**src/rtl/qrs_queue.sv**
```systemverilog
// Short queue between the front end and the back end.
module qrs_queue #(
    parameter int WIDTH = 102,
    parameter int DEPTH = 4
) (
    input  logic             i_clk,
    input  logic             i_rst_n,
    input  logic             i_push,
    input  logic [WIDTH-1:0] i_data,
    input  logic             i_pop,
    output logic [WIDTH-1:0] o_data,
    output logic             o_full,
    output logic             o_empty
);

    localparam int AW = (DEPTH > 1) ? $clog2(DEPTH) : 1;
    localparam int CW = $clog2(DEPTH + 1);

    logic [WIDTH-1:0] r_mem [DEPTH];
    logic [AW-1:0]    r_wr, r_rd;
    logic [CW-1:0]    r_cnt;

    assign o_full  = (r_cnt == CW'(DEPTH));
    assign o_empty = (r_cnt == '0);
    assign o_data  = r_mem[r_rd];

    // Advance pointers and fill count
    always_ff @(posedge i_clk) begin
        if (!i_rst_n) begin
            r_wr  <= '0;
            r_rd  <= '0;
            r_cnt <= '0;
        end else begin
            if (i_push) begin
                r_wr <= (r_wr == AW'(DEPTH - 1)) ? '0 : r_wr + AW'(1);
            end
            if (i_pop) begin
                r_rd <= (r_rd == AW'(DEPTH - 1)) ? '0 : r_rd + AW'(1);
            end
            case ({i_push, i_pop})
                2'b10:   r_cnt <= r_cnt + CW'(1);
                2'b01:   r_cnt <= r_cnt - CW'(1);
                default: r_cnt <= r_cnt;
            endcase
        end
    end

    // Store the word
    always_ff @(posedge i_clk) begin
        if (i_push) begin
            r_mem[r_wr] <= i_data;
        end
    end

endmodule

```
**config.mk**
```make
export PLATFORM = sky130hd
export DESIGN_NAME = qrs_queue
export DESIGN_NICKNAME = d
export VERILOG_FILES = /design/src/rtl/qrs_queue.sv
export SDC_FILE = /design/constraint.sdc
export NUM_CORES = 1
export LEC_CHECK = 0
export BUFFER_PORTS_ARGS = -buffer_cell sky130_fd_sc_hd__buf_2
export CAP_MARGIN = 20
export CORE_UTILIZATION = 39
export DETAILED_ROUTE_END_ITERATION = 8
export PLACE_DENSITY = 0.55
export SLEW_MARGIN = 40
export SYNTH_ARGS = -nofsm -noshare
export SYNTH_HDL_FRONTEND = slang
export SYNTH_SLANG_ARGS = --single-unit
```
**constraint.sdc**
```tcl
create_clock -name i_clk -period 4.56 [get_ports i_clk]
set_input_delay 0.456 -clock i_clk [delete_from_list [all_inputs] [get_ports i_clk]]
set_output_delay 0.456 -clock i_clk [all_outputs]
set_load 0.05 [all_outputs]
```
==> out/qor.yml <==
die:
  row_count: 71
  core_sq_um: 38000
  die_w_um: 199
  die_height_um: 199
  initial_core_util_pct: 39.9
  die_area_sq_um: 39700
  ios: 210
clocking:
  clk_path_buf_depth: 3
  cts_tree: "done"
  cts_resized: 0
  clk_pin_slew_worst_paths_ns: 0.06
  clock-root-buffer: "clkbuf_16"
  cts_setup_buffers: 0
  cts.sinks: 417
  clock_latency_ns: 0.55
  htree_levels: 2
  hold_buffers: 0
  cts-buffers-inserted: 45
timing:
  max_freq_ghz: 0.324
  slew_headroom_pct: 57.6
  slew_violations: 0
  fin_crit_ns: 3.09
  timing.final.crit_share_pct: 67.8
  rsz0062_at_grt: "false"
  tns_ns: 0
  finClkSkew_ns: 0.0111
  finalHoldViolCount: 0
  worst_pin_slew_ns: 0.637
  setup_viol: 0
final_layout:
  fillers: 3151
  drive_above_1_share_pct: 45.3
  nNetsFinal: 934
  layout_common_cells: "edfxtp_1 (408), buf_2 (209), mux4_2 (102)"
  area_growth_pct: 20.4
  final_common_cell: "edfxtp_1"
  finalNonFillerCells: 1369
critical_path:
  cp.required_ns: 4.10
  path_max_fanout: 31
  worstSetupPathType: "reg2out"
  reg2reg_to: "r_mem[3][75]"
  reg2reg_from: "r_wr[0]"
  end_kind: "output port"
  rr_worst_depth: 3
  reg2reg_setup_slack_ns: 2.50
  cp-start-kind: "register"
  arrival_ns: 2.63
job:
  maxCapViolCount: 0
place:
  dp_hpwl_um: 17400
  port_buffers: 209
  gp_congestion: 0.723
  dp.cells: 1285
power:
  irDropWorstVdd_v: 0.000256
  powerDensity_nw_per_um2: 484
  p_leak_nw: 6.09
min_path:
  hold_depth: 1
  min_from: "i_data[13]"
  hp-class: "in2reg"
  whs_endpoint: "r_mem[0][13]"
detailed_routing:
  drc_errors: 0
  route.final.wire_length_um: 29900
  via_per_inst: 4.99
  drt-pass1-iter-count: 4
  first_iter_violations: 283
  via_count: 6834
  postRouteAntennaNets: 0
  post_drt_wl_per_cell_um: 21.9
synth:
  synth_edf_count: 408
  synth_seq_cells: 417
  async_flop_share_pct: 0
  seq_area_frac_synth_pct: 81.9
  yosys_warnings: 0
  synthDistinctLibCells: 23
  ys.flop_type: "edfxtp_1"
  syn_inst: 579
  avgSynthCellArea_sq_um: 26.2
  syn_area_sq_um: 15200
  synth_fp_nets: 692
global_routing:
  grt_max_degree: 71
  antenna_found_initial: 7
  grt_pass1_wl_um: 45000
  track_usage_pct: 15.5
  overflow: 0
  grt_pass1_vias: 7591
run_status:
  status: "finished clean"
## synth_stat cells, types with 2 or more instances
| cell type | n | area (sq um) |
|---|---|---|
| ha_1 | 6 | 75.1 |
| clkbuf_1 | 3 | 11.3 |
| buf_6 | 9 | 101 |
| o21ai_0 | 2 | 10.0 |
| buf_2 | 10 | 50.1 |
| dfxtp_1 | 9 | 180 |
| edfxtp_1 | 408 | 12300 |
| nor3b_1 | 2 | 15.0 |
| nor2b_1 | 4 | 25.0 |
| inv_1 | 6 | 22.5 |
| and2_1 | 6 | 37.5 |
| mux4_2 | 102 | 2300 |
| mux2i_1 | 2 | 20.0 |
## critical path, cell delays in order (launching register included)
cell and delay [ns]:
dfxtp_4 0.66, buf_12 0.27, buf_12 0.29, mux4_2 0.56
buf_2 0.23
## how the worst max path moves through the flow
stage | to | slack [ns] | cells past startpoint
floorplan | r_mem[3][0] | 1.19 | 2
CTS | o_data[37] | 1.33 | 4
detailed placement | o_data[37] | 1.94 | 4
finish | o_data[46] | 1.47 | 4
global placement | o_data[58] | 1.87 | 3
global route | o_data[53] | 1.26 | 4
## cell type report
cell class	instances	area (sq um)	share of cell area, %
antenna	2	5.00	0.0274
clock inverter	28	184	1.01
timing repair buffer	217	1210	6.60
tap	511	639	3.50
multi-input combinational	134	2570	14.1
inverter	6	22.5	0.123
clock buffer	54	1200	6.58
sequential	417	12400	68.1
## sequential cells by signal (all words and copies together), names as in the netlist, named ones only
register and count:
r_rd 2, r_wr 2, r_cnt 3, r_mem 408
## power breakdown
group / total, W / internal (W) / switching, W
logic: 0.00104 / 0.000310 / 0.000733
clock network: 0.00338 / 0.00198 / 0.00140
registers: 0.00443 / 0.00437 / 0.0000526
## routing by layer
metal | part of all wire [%] | global-route usage [%]
met5 | 0.23 | 0
met4 | 2.3 | 5.78
met3 | 6.9 | 4.76
met2 | 52 | 26.4
met1 | 39 | 18.4
## logic make-up after synthesis
family	after synthesis	synth area share [%]
simple gates	16	0.651
xor+xnor	2	0.115
flops	417	81.9
buf+inv	28	1.22
compound gates	5	0.198
fa+ha+maj	7	0.627
mux	104	15.3
## through the flow
stage | instance area, sq um | hold WS [ns] | setup slack, ns | utilization, % | power, W
6_report | 18300 | 0.110 | 1.47 | 48.0 | 0.00885
5_1_grt | 18300 | 0.0864 | 1.26 | 48.0 | 0.00916
4_1_cts | 18300 | 0.0686 | 1.33 | 48.0 | 0.00898
3_5_place_dp | 16900 | 0.520 | 1.94 | 44.4 | 0.00557
3_3_place_gp | 16900 | 0.483 | 1.87 | 44.3 | 0.00554
2_1_floorplan | 15200 | 0.473 | 1.19 | - | 0.00527
No activity file was read; power rests on OpenSTA's default activity.
