## config.mk

```make
export PLATFORM = sky130hd
export DESIGN_NAME = qrs_front
export DESIGN_NICKNAME = d
export VERILOG_FILES = /design/src/rtl/qrs_pkg.sv /design/src/rtl/qrs_front.sv
export SDC_FILE = /design/constraint.sdc
export NUM_CORES = 1
export LEC_CHECK = 0
export ABC_AREA = 1
export BUFFER_PORTS_ARGS = -buffer_cell sky130_fd_sc_hd__buf_4
export CAP_MARGIN = 15
export CORE_MARGIN = 3
export CORE_UTILIZATION = 58
export CTS_BUF_LIST = sky130_fd_sc_hd__clkbuf_8
export DETAILED_ROUTE_END_ITERATION = 7
export MAX_ROUTING_LAYER = met4
export PLACE_DENSITY = 0.89
export SLEW_MARGIN = 20
export SYNTH_ARGS = -nofsm -noshare
export SYNTH_HDL_FRONTEND = slang
export SYNTH_SLANG_ARGS = --single-unit
```

## constraint.sdc

```tcl
create_clock -name i_clk -period 19.5 [get_ports i_clk]
set_input_delay 4.875 -clock i_clk [delete_from_list [all_inputs] [get_ports i_clk]]
set_output_delay 4.875 -clock i_clk [all_outputs]
set_load 0.1 [all_outputs]
```

## src/rtl/qrs_pkg.sv

```systemverilog
// Shared types and constants of the quadratic root solver.
package qrs_pkg;

    localparam int TOL_BITS = 16;
    localparam int DEG_BITS = 2;
    localparam int CNT_BITS = 2;

    localparam logic [TOL_BITS-1:0] TOL_RESET  = 16'd1;
    localparam logic [DEG_BITS-1:0] DEG_LINEAR = 2'd1;
    localparam logic [DEG_BITS-1:0] DEG_SQUARE = 2'd2;

    localparam logic [CNT_BITS-1:0] CNT_NONE = 2'd0;
    localparam logic [CNT_BITS-1:0] CNT_ONE  = 2'd1;
    localparam logic [CNT_BITS-1:0] CNT_TWO  = 2'd2;

    // Class of an equation as it moves down the pipeline
    typedef enum logic [2:0] {
        K_NONE,
        K_LINEAR,
        K_QUAD,
        K_DOUBLE,
        K_TWO
    } t_kind;

    // Class and coefficient signs of one word
    typedef struct packed {
        t_kind kind;
        logic  cn;
        logic  bn;
        logic  an;
    } t_flags;

endpackage

```

## src/rtl/qrs_front.sv

```systemverilog
// Front end: accept a word, split coefficients into sign and magnitude, classify.
module qrs_front #(
    parameter int W = 32
) (
    input  logic                          i_clk,
    input  logic                          i_rst_n,
    input  logic                          i_valid,
    output logic                          o_stall,
    input  logic [qrs_pkg::DEG_BITS-1:0]  i_degree,
    input  logic signed [W-1:0]           i_coef_const,
    input  logic signed [W-1:0]           i_coef_linear,
    input  logic signed [W-1:0]           i_coef_square,
    input  logic [qrs_pkg::TOL_BITS-1:0]  i_tol,
    input  logic                          i_full,
    output logic                          o_push,
    output qrs_pkg::t_flags               o_flags,
    output logic [W-1:0]                  o_am,
    output logic [W-1:0]                  o_bm,
    output logic [W-1:0]                  o_cm
);

    logic           r_valid;
    qrs_pkg::t_flags r_flags;
    logic [W-1:0]   r_am, r_bm, r_cm;

    logic           cn, bn, an, is_quad, is_lin, load;
    logic [W-1:0]   cm, bm, am, tolw;
    qrs_pkg::t_flags n_flags;

    // Split into sign and magnitude
    assign cn   = i_coef_const[W-1];
    assign bn   = i_coef_linear[W-1];
    assign an   = i_coef_square[W-1];
    assign cm   = cn ? $unsigned(-i_coef_const)  : $unsigned(i_coef_const);
    assign bm   = bn ? $unsigned(-i_coef_linear) : $unsigned(i_coef_linear);
    assign am   = an ? $unsigned(-i_coef_square) : $unsigned(i_coef_square);
    assign tolw = W'(i_tol);

    // Classify: true quadratic, linear, or constant
    assign is_quad = (i_degree >= qrs_pkg::DEG_SQUARE) && (am >= tolw) && (am != '0);
    assign is_lin  = (i_degree >= qrs_pkg::DEG_LINEAR) && (bm >= tolw) && (bm != '0);

    always_comb begin
        n_flags.cn = cn;
        n_flags.bn = bn;
        n_flags.an = an;
        if (is_quad) begin
            n_flags.kind = qrs_pkg::K_QUAD;
        end else if (is_lin) begin
            n_flags.kind = qrs_pkg::K_LINEAR;
        end else begin
            n_flags.kind = qrs_pkg::K_NONE;
        end
    end

    // Hold the word until the queue takes it
    assign o_push  = r_valid && !i_full;
    assign o_stall = r_valid && i_full;
    assign load    = i_valid && !o_stall;

    always_ff @(posedge i_clk) begin
        if (!i_rst_n) begin
            r_valid <= 1'b0;
        end else begin
            r_valid <= load || (r_valid && !o_push);
        end
    end

    always_ff @(posedge i_clk) begin
        if (load) begin
            r_flags <= n_flags;
            r_am    <= am;
            r_bm    <= bm;
            r_cm    <= cm;
        end
    end

    assign o_flags = r_flags;
    assign o_am    = r_am;
    assign o_bm    = r_bm;
    assign o_cm    = r_cm;

endmodule

```

==> flow_summary_export.csv <==
group,metric,value,unit
run_status,outcome,"complete, no violations",
global_routing,busiest_layer,"met2",
synthesis,synthSimpleGateAreaFrac,0.345,
timing,slew_headroom,0.454,
routing,via_per_inst,5.18,
setup_path,rrSetupSlack,17.57,ns
timing,final_max_slew_viol_count,0,
routing,vias,6781,
timing,setup_violations,0,
setup_path,worstPathRequired,14.62,ns
setup_path,critPathMaxFanout,2,
synthesis,ys_types,43,
pwr,p_leak,4.46,nW
cts,clk_latency,0.38,ns
routing,wl,18300,um
synthesis,avgSynthCellArea,7.85,sq um
pwr,p_per_area,69.3,mW/mm^2
die,die_height,118,um
layout,final_common_cell,"nand2_1",
timing,worst_slack,9.18,ns
cts,post_cts_resized,0,
placement,place.gp.congestion,0.912,
setup_path,cp.arrival,5.44,ns
timing,fmax,96.9,MHz
run,max-cap-violations,0,
die,start_util,0.597,
global_routing,met1_usage,0.334,
global_routing,grt_util_met2,0.445,
timing,worst_pin_slew,0.819,ns
worst_hold_path,min_from,"r_valid",
die,core,0.0121,sq mm
synthesis,synth_xor_area_frac,0.0400,
global_routing,grt_use_met3,0.0365,
cts,post-cts-setup-buffers,0,
die,row_count,40,
setup_path,path_buf_inv,3,
global_routing,grt_pass1_wl,29400,um
cts,cts_tree,"built",
cts,clock_sinks,102,
layout,fin_nets,1291,
setup_path,critPathSlowestCell,"buf_4",
setup_path,worstReg2RegStart,"r_valid",
timing,post-route-period-util,0.529,
synthesis,synth_top_area_cell,"edfxtp_1",
worst_hold_path,min_to,"r_valid",
global_routing,antenna_found_initial,0,
worst_hold_path,holdPathStages,2,
layout,drive_gt1_frac,0.264,
setup_path,startpoint_type,"input port",
cts,h-tree-depth,3,
timing,finalSetupTns,0,ns
setup_path,end_kind,"output pin",
pwr,vdd_drop_max,0.0000401,V
synthesis,synth_top_family_by_area,"simple AND/OR/NAND/NOR gates",
global_routing,grt_pass1_vias,6309,
routing,drtAntennaViolNets,0,
die,die-area,0.0138,sq mm
layout,diodes,0,
worst_hold_path,min_path_type,"reg -> reg",
synthesis,synth.top_cell.area_share,0.420,
synthesis,synth_area_leaders,"edfxtp_1, nand2_1, inv_1, ha_1, nor2_1",
layout,postLayoutCoreUtil,0.759,
routing,dr.pass1.iters,5,
layout,mostFrequentLayoutCells,"nand2_1, buf_4, inv_1, nor2_1, edfxtp_1",
setup_path,critPathKind,"in -> out",
setup_path,max_stage_delay,0.31,ns
cts,cts.clk_slew.worst_paths,0.09,ns
synthesis,synthMuxAreaShare,0,
layout,areaGrowthSynthToFinish,27.2,%
routing,routedWlPerCell,14.0,um
setup_path,startpoint,"i_full",
cts,clk_path_buf_depth,2,
synthesis,syn_inst,921,
routing,drt_iter0_drc,607,
synthesis,syn_nets,1074,
synthesis,ys_seq_area_frac,0.423,
synthesis,synth_seq_cells,102,
cts,cts_root_buf,"clkbuf_8",
routing,post-route-drc-count,0,
timing,rsz0062_at_grt,"false",
cts,cts_made_buffers,9,
die,boundaryPins,222,
timing,layout_min_cycle_time,10.32,ns
setup_path,r2r_end,"o_cm[25]",
setup_path,crit_family,"buffers and inverters",
synthesis,syn-cell-area,0.00723,sq mm
synthesis,synth_compound_area_frac,0.0502,
setup_path,worst-r2r-cell-count,4,
placement,placed_cells,1295,
setup_path,crit_chain,"buf_4 -> nand2_1 -> inv_1 -> buf_4",
timing,hold_violations,0,
global_routing,grt-ovfl-total,0,
global_routing,grt_use_total,0.267,
timing,clock_skew,0.0110,ns
global_routing,grt_max_degree,88,
placement,dp_hpwl,14700,um
placement,pre_cts_ws,9.17,ns
synthesis,synthAdderAreaFrac,0.0606,
layout,instances_no_fill,1310,
layout,num-fill-cells,942,
cts,hold_buffers,0,
timing,whs,0.513,ns
setup_path,crit_top_cell,"buf_4",
die,fp.dieW,118,um
placement,place.port_buffers,220,
synthesis,ys_warn_count,0,
## worst max-delay path by stage
stage                     depth (start not counted)      end
after detailed placement                          4  o_stall
after global routing                              4  o_stall
after floorplan                                   1   o_push
after CTS                                         4  o_stall
final                                             4  o_stall
after global placement                            4  o_stall
## cell usage after synthesis
master	n
nand4_1	12
inv_1	132
nand3_2	11
buf_2	7
nor2_2	18
ha_1	35
buf_4	3
or2_2	1
nand2_1	263
a31oi_1	1
dfxtp_1	1
o21a_1	2
nor2_1	107
buf_6	1
nand3_1	63
buf_1	1
a21boi_0	3
a211oi_1	4
nor4_1	2
edfxtp_1	101
o31ai_2	1
o21bai_1	1
o21ai_1	1
o31ai_1	1
nor3_1	16
xnor2_1	13
o211ai_1	3
o21ai_2	2
inv_2	2
nand2_2	17
conb_1	1
o21ai_0	24
nor3_2	3
and2_1	2
nand3b_1	16
clkbuf_1	3
nor4_2	1
nor2_8	1
a21oi_1	16
xor2_1	20
nor2_4	5
o21ai_4	1
nand2_4	3
## worst min-delay path: cells and delay by family (launching register included)
kind / cells / cell delay [ns]
flip-flops: 1 / 0.33
AND/OR/NAND/NOR: 1 / 0.07
AO/OA/AOI/OAI: 1 / 0.07
## metrics by stage
| step | total power, mW | area [sq um] |
|---|---|---|
| floorplan | 0.454 | 7230 |
| global placement | 0.514 | 9020 |
| detailed placement | 0.518 | 9020 |
| CTS | 0.640 | 9190 |
| global route | 0.663 | 9190 |
| finish | 0.637 | 9190 |
## flip-flops by register name (all words and copies together), names as in the netlist
name and cells:
o_bm 32, r_valid 1, o_flags 5, o_am 32, o_cm 32
## cells by family after synthesis
family | Yosys count
AOI/OAI and AO/OA | 60
adders and majority gates | 35
DFF | 102
and+or+nand+nor | 541
xor gates and xnor gates | 33
other | 1
buffers and inverters | 149
## layer usage
| metal | vias to the layer above | wire length, um |
|---|---|---|
| met5 | - | 0 |
| met4 | 0 | 567 |
| met3 | 44 | 1220 |
| met2 | 293 | 8830 |
| met1 | 3026 | 7690 |
| li1 | 3418 | - |
## final cells by class
type,instances,area (sq um),share of cell area
repair buffers,221,1660,0.181
clock inverters,6,46.3,0.00504
clock buffers,9,124,0.0135
flip-flops and latches,102,3050,0.332
well taps,168,210,0.0229
multi-input cells,670,3590,0.391
inverters,134,503,0.0547
## power breakdown
| group | total, mW | switching [mW] | internal [mW] |
|---|---|---|---|
| Combinational | 0.247 | 0.185 | 0.0617 |
| Clock | 0.123 | 0.0763 | 0.0467 |
| Sequential | 0.267 | 0.00527 | 0.262 |
| Total | 0.637 | 0.266 | 0.370 |
Note: power is estimated with default switching activity, not from simulation.
